$ cat config.mk
export PLATFORM = sky130hd
export DESIGN_NAME = utf8_terminal_escape_filter
export DESIGN_NICKNAME = d
export VERILOG_FILES = /design/src/hdl/ute_pkg.sv /design/src/hdl/utf8_terminal_escape_filter.sv /design/src/hdl/ute_front.sv /design/src/hdl/ute_queue.sv /design/src/hdl/ute_back.sv
export SDC_FILE = /design/constraint.sdc
export NUM_CORES = 1
export LEC_CHECK = 0
export BUFFER_PORTS_ARGS = -buffer_cell sky130_fd_sc_hd__buf_2
export CAP_MARGIN = 20
export CELL_PAD_IN_SITES_DETAIL_PLACEMENT = 0
export CELL_PAD_IN_SITES_GLOBAL_PLACEMENT = 1
export CORE_ASPECT_RATIO = 1.4
export CORE_MARGIN = 1.5
export CORE_UTILIZATION = 39
export CTS_CLUSTER_DIAMETER = 60
export DETAILED_ROUTE_END_ITERATION = 16
export PLACE_DENSITY_LB_ADDON = 0.1
export SLEW_MARGIN = 20
export SYNTH_ARGS = -nofsm -noshare
export SYNTH_HDL_FRONTEND = slang
export SYNTH_HIERARCHICAL = 1
export SYNTH_SLANG_ARGS = --single-unit
$ cat constraint.sdc
create_clock -name clk -period 9.52 [get_ports clk]
set_input_delay 0.952 -clock clk [delete_from_list [all_inputs] [get_ports clk]]
set_output_delay 0.952 -clock clk [all_outputs]
set_load 0.01 [all_outputs]
$ cat src/hdl/ute_pkg.sv
// Shared types and constants for the UTF-8 terminal escape filter.
`default_nettype none
package ute_pkg;

	// One decoded item handed from the front to the back: held bytes first, then
	// the current byte, each either copied or expanded to a \xNN escape.
	typedef struct packed {
		logic [2:0][7:0] held;      // held[0] is the lead byte
		logic [7:0]      cur;
		logic [1:0]      held_n;    // number of held bytes to emit
		logic            held_esc;  // held bytes are escaped
		logic            cur_emit;  // current byte produces output
		logic            cur_esc;   // current byte is escaped
		logic            line_end;
	} job_t;

	localparam int unsigned QUEUE_DEPTH = 2;

	localparam logic [7:0] ASCII_BSLASH = 8'h5C;
	localparam logic [7:0] ASCII_X      = 8'h78;

	// Upper-case hex digit for one nibble.
	function automatic logic [7:0] hex_char(input logic [3:0] nib);
		logic [7:0] r;
		if (nib < 4'd10) begin
			r = 8'h30 + {4'd0, nib};
		end else begin
			r = 8'h37 + {4'd0, nib};
		end
		return r;
	endfunction

endpackage
`default_nettype wire

$ cat src/hdl/utf8_terminal_escape_filter.sv
// Top level of the UTF-8 terminal escape filter.
//
// Usage:
//   Input stream (s_*): one raw byte of a text line per item in s_tdata;
//   s_tlast marks the final byte of the line and flushes any held sequence.
//   Output stream (m_*): one terminal-safe byte per item in m_tdata.
//   m_tuser is 1 on the last output byte caused by one input item, and
//   m_tlast is 1 on the final output byte of a line.
//   Printable ASCII, LF, CR and TAB are copied; other controls, DEL, bad or
//   incomplete UTF-8 and C1 controls become \xNN escapes (four bytes each).
//   Lead bytes of multi-byte sequences are held with their continuation bytes,
//   producing nothing until the sequence completes, breaks or the line ends.
// Timing:
//   The front decodes an item in the cycle it is accepted and writes a job to
//   a two-entry queue; the back turns the head job into output bytes at one
//   byte per cycle, when m_tready allows, into an output register. First output
//   passes through a queue entry and then the output register. An item producing
//   one byte sustains one item per cycle while m_tready is high; an escape
//   gives four output bytes and a flushed sequence up to 16, so the queue can
//   fill and s_tready drops. s_tready depends only on queue occupancy, not on m_tready.
// Reset: arst_n clears the held sequence, the queue and the output valid flag.
// A stall on m_tready holds the current output item and then fills the queue.
`default_nettype none
module utf8_terminal_escape_filter (
	input  wire logic       clk,
	input  wire logic       arst_n,
	input  wire logic       s_tvalid,
	output logic            s_tready,
	input  wire logic [7:0] s_tdata,   // [7:0] in_byte
	input  wire logic       s_tlast,   // line_end
	output logic            m_tvalid,
	input  wire logic       m_tready,
	output logic [7:0]      m_tdata,   // [7:0] out_byte
	output logic            m_tuser,   // [0] run_last
	output logic            m_tlast    // line_last
);

	ute_pkg::job_t front_job, head_job;
	logic          push, full, pop, head_valid, accept;

	assign s_tready = ~full;
	assign accept   = s_tvalid && ~full;

	ute_front u_front (
		.clk      (clk),
		.arst_n   (arst_n),
		.accept   (accept),
		.in_byte  (s_tdata),
		.line_end (s_tlast),
		.job      (front_job),
		.push     (push)
	);

	ute_queue u_queue (
		.clk        (clk),
		.arst_n     (arst_n),
		.push       (push),
		.push_job   (front_job),
		.full       (full),
		.pop        (pop),
		.head_valid (head_valid),
		.head_job   (head_job)
	);

	ute_back u_back (
		.clk        (clk),
		.arst_n     (arst_n),
		.head_valid (head_valid),
		.head_job   (head_job),
		.pop        (pop),
		.out_valid  (m_tvalid),
		.out_ready  (m_tready),
		.out_byte   (m_tdata),
		.run_last   (m_tuser),
		.line_last  (m_tlast)
	);

endmodule
`default_nettype wire

$ cat src/hdl/ute_front.sv
// Front end: takes input bytes, tracks the held UTF-8 sequence, emits jobs.
`default_nettype none
module ute_front (
	input  wire logic          clk,
	input  wire logic          arst_n,
	input  wire logic          accept,
	input  wire logic [7:0]    in_byte,
	input  wire logic          line_end,
	output ute_pkg::job_t      job,
	output logic               push
);

	logic [7:0]  held_q [3];
	logic [1:0]  count_q;
	logic [2:0]  len_q;
	logic [20:0] code_q;

	logic        f_ascii, f_safe, f_emit, f_esc;
	logic [2:0]  f_len;
	logic [20:0] f_bits;
	logic        is_cont, complete, ok;
	logic [20:0] new_code;
	logic [20:0] lowest;

	// next-state controls
	logic        do_clear, do_lead, do_store;

	// fresh-byte decode
	always_comb begin
		f_ascii = ~in_byte[7];
		f_safe  = (in_byte == 8'h0A) || (in_byte == 8'h0D) || (in_byte == 8'h09) ||
		          ((in_byte >= 8'h20) && (in_byte != 8'h7F));
		f_len   = 3'd0;
		f_bits  = '0;
		if (in_byte >= 8'hC2 && in_byte <= 8'hDF) begin
			f_len  = 3'd2;
			f_bits = {16'd0, in_byte[4:0]};
		end else if (in_byte >= 8'hE0 && in_byte <= 8'hEF) begin
			f_len  = 3'd3;
			f_bits = {17'd0, in_byte[3:0]};
		end else if (in_byte >= 8'hF0 && in_byte <= 8'hF4) begin
			f_len  = 3'd4;
			f_bits = {18'd0, in_byte[2:0]};
		end
		f_emit = f_ascii || (f_len == 3'd0) || line_end;
		f_esc  = ~(f_ascii && f_safe);
	end

	always_comb begin
		is_cont  = (in_byte[7:6] == 2'b10);
		new_code = {code_q[14:0], in_byte[5:0]};
		complete = ({1'b0, count_q} + 3'd1) >= len_q;
		unique case (len_q)
			3'd2:    lowest = 21'h00080;
			3'd3:    lowest = 21'h00800;
			default: lowest = 21'h10000;
		endcase
		ok = (new_code >= lowest) &&
		     !((new_code >= 21'h0D800) && (new_code <= 21'h0DFFF)) &&
		     (new_code <= 21'h10FFFF) &&
		     !((new_code >= 21'h00080) && (new_code <= 21'h0009F));

		job.held     = {held_q[2], held_q[1], held_q[0]};
		job.cur      = in_byte;
		job.line_end = line_end;
		job.held_n   = 2'd0;
		job.held_esc = 1'b1;
		job.cur_emit = 1'b0;
		job.cur_esc  = 1'b1;
		do_clear     = 1'b0;
		do_lead      = 1'b0;
		do_store     = 1'b0;

		priority if (count_q == 2'd0) begin
			job.cur_emit = f_emit;
			job.cur_esc  = f_esc;
			do_lead      = ~f_emit;
		end else if (is_cont) begin
			if (complete) begin
				job.held_n   = count_q;
				job.held_esc = ~ok;
				job.cur_emit = 1'b1;
				job.cur_esc  = ~ok;
				do_clear     = 1'b1;
			end else if (line_end) begin
				job.held_n   = count_q;
				job.cur_emit = 1'b1;
				do_clear     = 1'b1;
			end else begin
				do_store = 1'b1;
			end
		end else begin
			// breaking byte: flush held bytes, then treat as fresh
			job.held_n   = count_q;
			job.cur_emit = f_emit;
			job.cur_esc  = f_esc;
			do_clear     = 1'b1;
			do_lead      = ~f_emit;
		end

		push = accept && ((job.held_n != 2'd0) || job.cur_emit);
	end

	always_ff @(posedge clk or negedge arst_n) begin
		if (!arst_n) begin
			held_q[0] <= '0;
			held_q[1] <= '0;
			held_q[2] <= '0;
			count_q   <= '0;
			len_q     <= '0;
			code_q    <= '0;
		end else if (accept) begin
			if (do_clear) begin
				count_q <= '0;
				len_q   <= '0;
				code_q  <= '0;
			end
			if (do_lead) begin
				held_q[0] <= in_byte;
				count_q   <= 2'd1;
				len_q     <= f_len;
				code_q    <= f_bits;
			end
			if (do_store) begin
				held_q[count_q] <= in_byte;
				count_q         <= count_q + 2'd1;
				code_q          <= new_code;
			end
		end
	end

`ifndef NO_ASSERTIONS
	a_held_shape: assert property (@(posedge clk) disable iff (!arst_n)
		(count_q != 2'd0) |-> (len_q >= 3'd2 && len_q <= 3'd4 && {1'b0, count_q} < len_q))
		else $error("held sequence shape inconsistent");
	a_idle_clear: assert property (@(posedge clk) disable iff (!arst_n)
		(count_q == 2'd0) |-> (code_q == 21'd0 && len_q == 3'd0))
		else $error("idle state carries stale sequence data");
`endif

endmodule
`default_nettype wire

$ cat src/hdl/ute_queue.sv
// Two-entry job queue between the front and the back.
`default_nettype none
module ute_queue (
	input  wire logic          clk,
	input  wire logic          arst_n,
	input  wire logic          push,
	input  wire ute_pkg::job_t push_job,
	output logic               full,
	input  wire logic          pop,
	output logic               head_valid,
	output ute_pkg::job_t      head_job
);

	localparam int unsigned PW = $clog2(ute_pkg::QUEUE_DEPTH);

	ute_pkg::job_t         mem_q [ute_pkg::QUEUE_DEPTH];
	logic [PW-1:0]         wr_ptr_q, rd_ptr_q;
	logic [PW:0]           count_q;
	logic                  do_push, do_pop;

	assign full       = (count_q == (PW+1)'(ute_pkg::QUEUE_DEPTH));
	assign head_valid = (count_q != '0);
	assign head_job   = mem_q[rd_ptr_q];
	assign do_push    = push && !full;
	assign do_pop     = pop && head_valid;

	always_ff @(posedge clk) begin
		if (do_push) begin
			mem_q[wr_ptr_q] <= push_job;
		end
	end

	always_ff @(posedge clk or negedge arst_n) begin
		if (!arst_n) begin
			wr_ptr_q <= '0;
			rd_ptr_q <= '0;
			count_q  <= '0;
		end else begin
			if (do_push) begin
				wr_ptr_q <= (wr_ptr_q == PW'(ute_pkg::QUEUE_DEPTH - 1)) ? '0 : wr_ptr_q + 1'b1;
			end
			if (do_pop) begin
				rd_ptr_q <= (rd_ptr_q == PW'(ute_pkg::QUEUE_DEPTH - 1)) ? '0 : rd_ptr_q + 1'b1;
			end
			unique case ({do_push, do_pop})
				2'b10:   count_q <= count_q + 1'b1;
				2'b01:   count_q <= count_q - 1'b1;
				default: count_q <= count_q;
			endcase
		end
	end

`ifndef NO_ASSERTIONS
	a_count_bound: assert property (@(posedge clk) disable iff (!arst_n)
		count_q <= (PW+1)'(ute_pkg::QUEUE_DEPTH))
		else $error("queue count beyond depth");
	a_no_lost_push: assert property (@(posedge clk) disable iff (!arst_n)
		push |-> !full)
		else $error("job pushed into full queue");
`endif

endmodule
`default_nettype wire

$ cat src/hdl/ute_back.sv
// Back end: expands queued jobs into output bytes, one per cycle unless the output stalls.
`default_nettype none
module ute_back (
	input  wire logic          clk,
	input  wire logic          arst_n,
	input  wire logic          head_valid,
	input  wire ute_pkg::job_t head_job,
	output logic               pop,
	output logic               out_valid,
	input  wire logic          out_ready,
	output logic [7:0]         out_byte,
	output logic               run_last,
	output logic               line_last
);

	logic [1:0] idx_q;      // slot within the job
	logic [1:0] sub_q;      // byte within an escape
	logic       valid_q;
	logic [7:0] byte_q;
	logic       run_q, line_q;

	logic       on_cur, esc, slot_done, last_slot, job_done, step;
	logic [7:0] src, nxt_byte;

	always_comb begin
		on_cur    = (idx_q == head_job.held_n);
		src       = on_cur ? head_job.cur : head_job.held[idx_q];
		esc       = on_cur ? head_job.cur_esc : head_job.held_esc;
		slot_done = ~esc || (sub_q == 2'd3);
		last_slot = head_job.cur_emit ? on_cur : (idx_q == (head_job.held_n - 2'd1));
		job_done  = last_slot && slot_done;
		step      = head_valid && (!valid_q || out_ready);
		pop       = step && job_done;
		if (!esc) begin
			nxt_byte = src;
		end else begin
			unique case (sub_q)
				2'd0: nxt_byte = ute_pkg::ASCII_BSLASH;
				2'd1: nxt_byte = ute_pkg::ASCII_X;
				2'd2: nxt_byte = ute_pkg::hex_char(src[7:4]);
				2'd3: nxt_byte = ute_pkg::hex_char(src[3:0]);
			endcase
		end
	end

	always_ff @(posedge clk) begin
		if (step) begin
			byte_q <= nxt_byte;
			run_q  <= job_done;
			line_q <= job_done && head_job.line_end;
		end
	end

	always_ff @(posedge clk or negedge arst_n) begin
		if (!arst_n) begin
			valid_q <= 1'b0;
			idx_q   <= '0;
			sub_q   <= '0;
		end else begin
			if (step) begin
				valid_q <= 1'b1;
				if (job_done) begin
					idx_q <= '0;
					sub_q <= '0;
				end else if (slot_done) begin
					idx_q <= idx_q + 2'd1;
					sub_q <= '0;
				end else begin
					sub_q <= sub_q + 2'd1;
				end
			end else if (out_ready) begin
				valid_q <= 1'b0;
			end
		end
	end

	assign out_valid = valid_q;
	assign out_byte  = byte_q;
	assign run_last  = run_q;
	assign line_last = line_q;

`ifndef NO_ASSERTIONS
	a_sub_only_escape: assert property (@(posedge clk) disable iff (!arst_n)
		(head_valid && sub_q != 2'd0) |-> esc)
		else $error("escape step counter active on a copied byte");
	a_idx_in_job: assert property (@(posedge clk) disable iff (!arst_n)
		head_valid |-> (idx_q <= head_job.held_n))
		else $error("slot index past end of job");
`endif

endmodule
`default_nettype wire
# --- After elaboration in Yosys (flattened, before gate mapping) ---
# Memory sizes are Yosys's and may differ from the RTL's.
# Cells that the tools add are included.
word_totals:
  mem_bits_rw: 76
  inputBits: 13
  mem_count: 1
  elab_cells: 174
  ff_bits: 63
op_classes:
  n_mux: 59
  n_eq_ne: 15
  n_lt_le_gt_ge: 19
  addsub: 13
  bitwise_logic: 7
  reduce_logical: 45
memory_table:
  columns: ["memory", "words", "width", "rd", "rd_ports_with_merged_regs", "write_ports", "line", "rtl"]
  rows:
  - ["u_queue.mem_q", 2, 38, 1, 0, 1, "ute_queue.sv:16", "ute_pkg::job_t mem_q [ute_pkg::QUEUE_DEPTH];"]
ops:
  columns: ["cell", "count"]
  rows:
  - ["2-to-1 mux 8 bit", 8]
  - ["2-to-1 mux 15 bit", 4]
  - ["case mux 17 bit (2 select lines)", 1]
  - ["case mux 8 bit (4 select lines)", 1]
  - ["adder 6 x 4 -> 7 bit (first input constant)", 4]
  - ["bitwise mux 24 bit", 1]
  - ["equality test 8 x 4 -> 1 bit (second input constant)", 3]
  - ["greater-or-equal comparator 8 bit (second input constant)", 3]
  - ["less-or-equal comparator 8 bit (second input constant)", 3]
  - ["2-to-1 mux 2 bit", 12]
  - ["2-to-1 mux 24 bit", 1]
  - ["greater-or-equal comparator 21 x 16 -> 1 bit (second input constant)", 1]
  - ["greater-or-equal comparator 21 x 17 -> 1 bit", 1]
  - ["greater-or-equal comparator 21 x 8 -> 1 bit (second input constant)", 1]
  - ["less-or-equal comparator 21 x 16 -> 1 bit (second input constant)", 1]
  - ["less-or-equal comparator 21 bit (second input constant)", 1]
  - ["less-or-equal comparator 21 x 8 -> 1 bit (second input constant)", 1]
  - ["2-to-1 mux 3 bit", 7]
  - ["2-to-1 mux 1 bit", 20]
  - ["logical AND 1 bit", 19]
  - ["binary-select mux 8 bit (select 2 bit)", 1]
  - ["demux 8 bit (select 2 bit)", 1]
  - ["nonzero test 2 bit", 6]
  - ["equality test 2 bit (second input constant)", 5]
  - ["other kinds (24)", 52]

# --- Longest topological paths before layout ---
# Gate-level depths: netlist of run 1.
depth:
  word_depth: 16
  mapped_depth: 13

# --- By module ---
# The synthesis of run 1 kept the hierarchy.
modules_own_cells:
  columns: ["mod", "seq_area_each_um2", "area_per_inst_um2", "cells_each", "n_inst"]
  rows:
  - ["ute_queue", 2382.3, 2987.9, 136, 1]
  - ["ute_front", 1101.1, 2250.9, 189, 1]
  - ["ute_back", 425.4, 1382.6, 147, 1]
  - ["utf8_terminal_escape_filter", 0.0, 10.0, 2, 1]

# --- Worst setup path after synthesis of run 1 ---
# Ideal clock, no wire load.
synth_timing:
  kind: "input-to-reg"
  from: "in s_tdata[1]"
  to: "mem u_queue/mem_q[0][0] in the netlist's numbering (enable)"
  t_arrival_ps: 3652
  required_ps: 9087
  stages: 6
  path_slack_ps: 5435
  path_cell_list: "or4_4 > o21bai_4 > o21a_1 > o31a_1 > nand2_1 > nor2_1"
synth_via:
  elab_chain_cells: 15
  elab_cells_between_ends: 22
  cone_classes: "6 x order compare; 7 x mux; 9 x reduce/logical"
synth_rtl:
  columns: ["item", "line", "rtl"]
  rows:
  - ["from (decl)", "utf8_terminal_escape_filter.sv:29", "input wire logic [7:0] s_tdata,"]
  - ["greater-or-equal comparator 8 bit or less-or-equal comparator 8 bit (tied branches)", "ute_front.sv:41", "end else if (in_byte >= 8'hF0 && in_byte <= 8'hF4) begin"]
  - ["logical AND 1 bit", "ute_front.sv:41", null]
  - ["2-to-1 mux 3 bit", "ute_front.sv:41", null]
  - ["2-to-1 mux 3 bit", "ute_front.sv:38", "end else if (in_byte >= 8'hE0 && in_byte <= 8'hEF) begin"]
  - ["2-to-1 mux 3 bit *", "ute_front.sv:35", "if (in_byte >= 8'hC2 && in_byte <= 8'hDF) begin"]
  - ["logical NOT 3 bit *", "ute_front.sv:45", "f_emit = f_ascii || (f_len == 3'd0) || line_end;"]
  - ["logical OR 1 bit * (2 in series)", "ute_front.sv:45", null]
  - ["2-to-1 mux 2 bit", "ute_front.sv:78", "end else if (is_cont) begin"]
  - ["2-to-1 mux 2 bit *", "ute_front.sv:74", "priority if (count_q == 2'd0) begin"]
  - ["logical OR 1 bit *", "ute_front.sv:101", "push = accept && ((job.held_n != 2'd0) || job.cur_emit);"]
  - ["logical AND 1 bit *", "ute_front.sv:101", null]
  - ["net push", "utf8_terminal_escape_filter.sv:39", "logic push, full, pop, head_valid, accept;"]
  - ["logical AND 1 bit *", "ute_queue.sv:24", "assign do_push = push && !full;"]
  - ["2-to-1 mux 1 bit *", "ute_queue.sv:28", "if (do_push) begin"]
  - ["2-to-1 mux 1 bit (implied by the code) *", "ute_queue.sv:29", "mem_q[wr_ptr_q] <= push_job;"]
  - ["to (decl)", "ute_queue.sv:16", null]
# Mark *: on every way through the listed nets, which the timed path passes. The rest lies on a longest branch.

==> impl_metrics.yaml, run 1 <==
outcome:
  status: "complete, no violations"
finish:
  areaGrowthSynthToFinish_pct: 13.08
  fillers: 1518
  utilization_pct: 44.97
  final_common_cell: "edfxtp_1"
  num_antenna_cells: 0
  drive_gt1_share_pct: 25.20
  final_cell_mix: "edfxtp_1, dfrtp_1, mux2_2, buf_2, inv_1"
  nets: 528
  stdcell_area_um2: 7498
  stdcell_count: 715
cts:
  clockRootBuffer: "clkbuf_16"
  cts_tree: "built"
  cts_resized: 0
  cts.sink_count: 139
  cts.clk_slew.worst_paths_ns: 0.06
  postCtsSetupBuffers: 0
  htree_levels: 4
  cts_max_path_buffers: 2
  clkLatencyLatePin_ns: 0.41
  numCtsBuffers: 17
  hold_buffers: 0
routing:
  drt_first_pass_iters: 4
  route.detailed.drc: 0
  vias: 3905
  final_antenna_net_count: 0
  drtIter0Drc: 194
  wirelength_um: 14260
  via_per_inst: 5.462
  wl_per_cell_um: 19.94
grt:
  grt_overflow: 0
  antenna_found_initial: 0
  first_global_vias: 4174
  grt_first_pass_wirelength_um: 22790
  grt_max_degree: 54
  grt_usage_pct: 17.38
worst_setup_path:
  arrival_ns: 3.87
  cp_max_fo: 39
  timing.rr.end: "u_back/out_byte[2]"
  r2r_slack_ns: 5.80
  start_kind: "register"
  worstRegToRegCells: 10
  path_class: "reg2reg"
  startpoint: "u_queue/rd_ptr_q"
  crit_required_ns: 9.67
  regToRegStartpoint: "u_queue/rd_ptr_q"
  crit_path_end_kind: "register"
synthesis:
  synthFlopType: "edfxtp_1"
  ys_seq_elements: 139
  synth_warnings: 6
  syn_avg_cell_area_um2: 13.99
  ys_seq_area_share_pct: 58.94
  async_flop_share_pct: 38.13
  mappedNetlistArea_um2: 6631
  ys_types: 76
  synth_edf_count: 86
  yosys.area.top_type: "edfxtp_1"
  synthTopCellsByArea: "edfxtp_1, dfrtp_1, mux2_2, ha_1, mux2_1"
  synth_top_cell_area_share_pct: 38.94
  synth_cells: 474
  syn_nets: 503
sta:
  relSlewSlack_pct: 33.03
  max_freq_mhz: 268.9
  rsz0062_at_grt: "no"
  final_max_slew_viol_count: 0
  post-route-period-util_pct: 39.07
  finalSetupViolations: 0
  tightest_slew_ns: 1.005
  fin_crit_ns: 3.719
  clock_skew_ns: 0.006485
  finalSetupTns_ns: 0
  hold_viol: 0
pwr:
  p_sw_share_pct: 35.34
  ir_worst_vdd_uv: 101.0
  power.share.sequential_pct: 36.6
  leakage_nw: 2.934
  p_int_mw: 1.659
  comb_power_share_pct: 37.4
  p_sw_mw: 0.9070
  power.density_nw_per_um2: 342.2
  clockPowerShare_pct: 25.9
  p_total_mw: 2.566
placement:
  place_area_um2: 6902
  dp_cells: 683
  dp_hpwl_um: 9832
  gp_congestion: 0.8794
  port_buffers: 24
floorplan:
  io_pins: 25
  chipHeight_um: 157.3
  start_util_pct: 39.77
  die_w_um: 113.2
  std_cell_rows: 56
  die-area_um2: 17810
  coreArea_um2: 16680
hold_path:
  worstHoldPathType: "reg2reg"
  min_to: "u_queue/mem_q[1][27]"
  min_path_cells: 0
job:
  drv_cap: 0
-- how the worst max path moves through the flow --
stage                                 to  slack (ns)
finish                u_back/out_byte[2]        5.80
global route          u_back/out_byte[2]        5.53
CTS                   u_queue/count_q[1]        5.76
detailed placement    u_back/out_byte[2]        5.79
global placement    u_queue/mem_q[0][37]        5.81
floorplan            u_queue/mem_q[0][0]        5.43
-- metal layers --
metal | vias to the layer above | routed length, um | track usage [%]
met1 | 1956 | 5979 | 19.54
met4 | 0 | 337 | 7.500
met3 | 18 | 350 | 3.966
li1 | 1862 | - | -
met2 | 69 | 7588 | 31.46
met5 | - | 0 | 0
-- power groups by stage --
stage	Sequential, mW	Combinational (mW)	Clock [mW]
after global placement	0.951	0.957	0
after floorplan	0.915	0.752	0
after detailed placement	0.957	0.966	0
after global routing	0.962	1.06	0.711
final	0.940	0.961	0.666
after CTS	0.945	0.971	0.684
-- metrics by stage --
stage	setup slack, ns	hold slack, ns
floorplan	5.435	0.4335
global placement	5.813	0.4449
detailed placement	5.786	0.4561
CTS	5.763	0.4691
global route	5.532	0.4758
finish	5.801	0.4661
-- synth_stat cells (6+ instances only) --
library cell and n:
a22o_1 11, nor3_1 7, edfxtp_1 86, and2_1 9, nor2_1 19, mux2_4 10, nand2_1 12, mux2_2 34
mux2_1 14, ha_1 16, dfrtp_1 53, mux2i_1 11, a211oi_1 6, o21ai_0 8, inv_1 19, nand3_1 6
a21oi_1 9, buf_4 13, nand2b_1 10
-- worst max-delay path: stages (launching register included) --
cell	delay [ns]
dfrtp_2	1.01
mux2_2	0.47
xnor2_2	0.24
nand2_2	0.26
o21ai_0	0.45
ha_1	0.25
inv_1	0.04
a211oi_1	0.22
o41ai_1	0.12
or2_1	0.23
a2bb2oi_1	0.14
-- layout make-up --
class	count	area, um2	area share (%)
sequential	139	3910	52.14
multi-input combinational	292	2489	33.19
clock buffer	21	450.4	6.007
tap	203	254.0	3.387
timing repair buffer	30	177.7	2.369
clock inverter	11	146.4	1.952
inverter	19	71.32	0.9511
-- logic make-up (layout without fill, tap and decap cells) --
logic type                 count (synthesis)  count (layout)  synth area share, %
AOI/OAI and AO/OA                         98              98                11.94
buffers and inverters                     43              81                3.660
xor gates and xnor gates                  11              11                1.679
DFF                                      139             139                58.94
adders and majority gates                 16              16                3.019
and+or+nand+nor                           96              96                8.264
muxes                                     71              71                12.49
Note: power is estimated with default switching activity, not from simulation.
==> run 2: changes to the inputs <==
- clock period: 9.52 -> 3.75 ns (I/O delays scaled with it)
==> run 2 against run 1 <==
Net effect:
- flip-flop and latch count unchanged
- die area unchanged
- non-clock buffer count rose by 6
- largest cell class unchanged
- largest power group unchanged
- highest routed layer unchanged
==> impl_metrics.yaml, run 2 (synthesized netlist as in run 1, its figures left out) <==
grt:
  grt_first_pass_wirelength_um: 22460
  met3_usage_pct: 3.658
  antenna_found_initial: 0
  first_global_vias: 4032
  grt_max_degree: 39
  use_met2_pct: 31.40
  grtUsageMet1_pct: 19.24
  grt_overflow: 0
  grt_usage_pct: 17.21
  grt_busiest_layer: "met2"
sta:
  rsz0062_at_grt: "no"
  clock_skew_ns: 0.007363
  final_max_slew_viol_count: 0
  fin_crit_ns: 3.176
  finalSetupTns_ns: 0
  post-route-period-util_pct: 84.70
  max_freq_mhz: 314.8
  finalSetupViolations: 0
  hold_viol: 0
  relSlewSlack_pct: 38.28
  tightest_slew_ns: 0.9258
worst_setup_path:
  max_stage_delay_ns: 0.79
  path_class: "reg2reg"
  arrival_ns: 3.21
  slowest_stage: "and3_2"
  crit_top_cell: "ha_1"
  startpoint: "u_front/count_q[0]"
  start_kind: "register"
  worstRegToRegCells: 8
  cp.depth: 8
  r2r_slack_ns: 0.57
  path_buf_inv: 1
  crit_path_end_kind: "register"
  cp_max_fo: 38
  crit_path_end: "u_queue/mem_q[1][14]"
  crit_required_ns: 3.79
  path_cells: "inv_1 -> ha_1 -> ha_1 -> and2_1 -> a21oi_1 -> a221oi_1 -> o31a_1 -> and3_2"
  crit_family: "simple AND/OR/NAND/NOR gates"
  regToRegStartpoint: "u_front/count_q[0]"
  timing.rr.end: "u_queue/mem_q[1][14]"
cts:
  cts.sink_count: 139
  numCtsBuffers: 17
  cts_tree: "built"
  cts_resized: 0
  clockRootBuffer: "clkbuf_16"
  cts_max_path_buffers: 2
  htree_levels: 4
  clkLatencyLatePin_ns: 0.41
  cts.clk_slew.worst_paths_ns: 0.06
placement:
  dp_hpwl_um: 10050
  place_area_um2: 6927
  gp_congestion: 0.8688
  port_buffers: 24
  dp_cells: 688
floorplan:
  std_cell_rows: 56
  die_w_um: 113.2
  coreArea_um2: 16680
  die-area_um2: 17810
  chipHeight_um: 157.3
  io_pins: 25
  start_util_pct: 39.77
routing:
  via_per_inst: 5.476
  drt_first_pass_iters: 4
  final_antenna_net_count: 0
  route.detailed.drc: 0
  wirelength_um: 14160
  vias: 3948
  drtIter0Drc: 195
  wl_per_cell_um: 19.63
finish:
  nets: 534
  final_common_cell: "edfxtp_1"
  areaGrowthSynthToFinish_pct: 14.00
  stdcell_count: 721
  stdcell_area_um2: 7560
  drive_gt1_share_pct: 26.45
  num_antenna_cells: 0
  final_cell_mix: "edfxtp_1, dfrtp_1, mux2_2, buf_2, inv_1"
pwr:
  p_total_mw: 6.574
  power.density_nw_per_um2: 869.6
  leakage_nw: 2.976
  ir_worst_vdd_uv: 349.8
job:
  drv_cap: 0
outcome:
  status: "complete, no violations"
hold_path:
  worstHoldPathType: "in2reg"
run 2: what timing repair did:
item / 4_1_cts / 5_1_grt
endpoints found under the hold margin: 18 / 0
setup buffers: 0 / 0
hold buffers: 1 / 0
run 2: per-layer routing:
layer  vias to the layer above  wire [um]  share of wire, %
met1                      1968       5816                41
li1                       1886          -                 -
met4                         0        347               2.5
met2                        67       7650                54
met3                        27        342               2.4
met5                         -          0                 0
run 2: worst min path at each step:
stage	end	slack, ns	cells after the start	from
2_1_floorplan	u_back/idx_q[0]	0.08	0	arst_n
3_3_place_gp	u_front/count_q[0]	0.37	1	arst_n
3_5_place_dp	u_front/len_q[1]	0.37	1	arst_n
4_1_cts	u_back/out_valid	0.21	3	m_tready
5_1_grt	u_queue/mem_q[1][0]	0.21	1	s_tlast
6_report	u_back/out_valid	0.23	3	m_tready
run 2: worst register-to-register path: stages, from the launching register on:
cell and delay [ns]:
dfrtp_1 0.48, inv_1 0.13, ha_1 0.33, ha_1 0.28, and2_1 0.18, a21oi_1 0.15, a221oi_1 0.27, o31a_1 0.18
and3_2 0.79
run 2: per-stage QoR:
| stage | utilization (%) | worst slack [ns] | hold WS [ns] |
|---|---|---|---|
| floorplan | - | 0.5039 | 0.07941 |
| global route | 45.33 | 0.3229 | 0.2103 |
| detailed placement | 41.54 | 0.5556 | 0.3746 |
| global placement | 41.54 | 0.5984 | 0.3694 |
| finish | 45.33 | 0.5736 | 0.2295 |
| CTS | 45.33 | 0.5348 | 0.2065 |
run 2: cell type report:
type                            count  area [um2]
Fill cell                        1519        9116
Sequential cell                   139        3910
Multi-Input combinational cell    292        2489
Clock buffer                       18       439.2
Tap cell                          203       254.0
Timing Repair Buffer               36       212.7
Clock inverter                     14       183.9
Inverter                           19       71.32
run 2: where the power goes:
| group | total (mW) | internal [mW] | switching (mW) |
|---|---|---|---|
| clock | 1.74 | 1.08 | 0.664 |
| sequential | 2.35 | 2.13 | 0.218 |
| combinational | 2.48 | 1.04 | 1.44 |
| total | 6.57 | 4.25 | 2.33 |
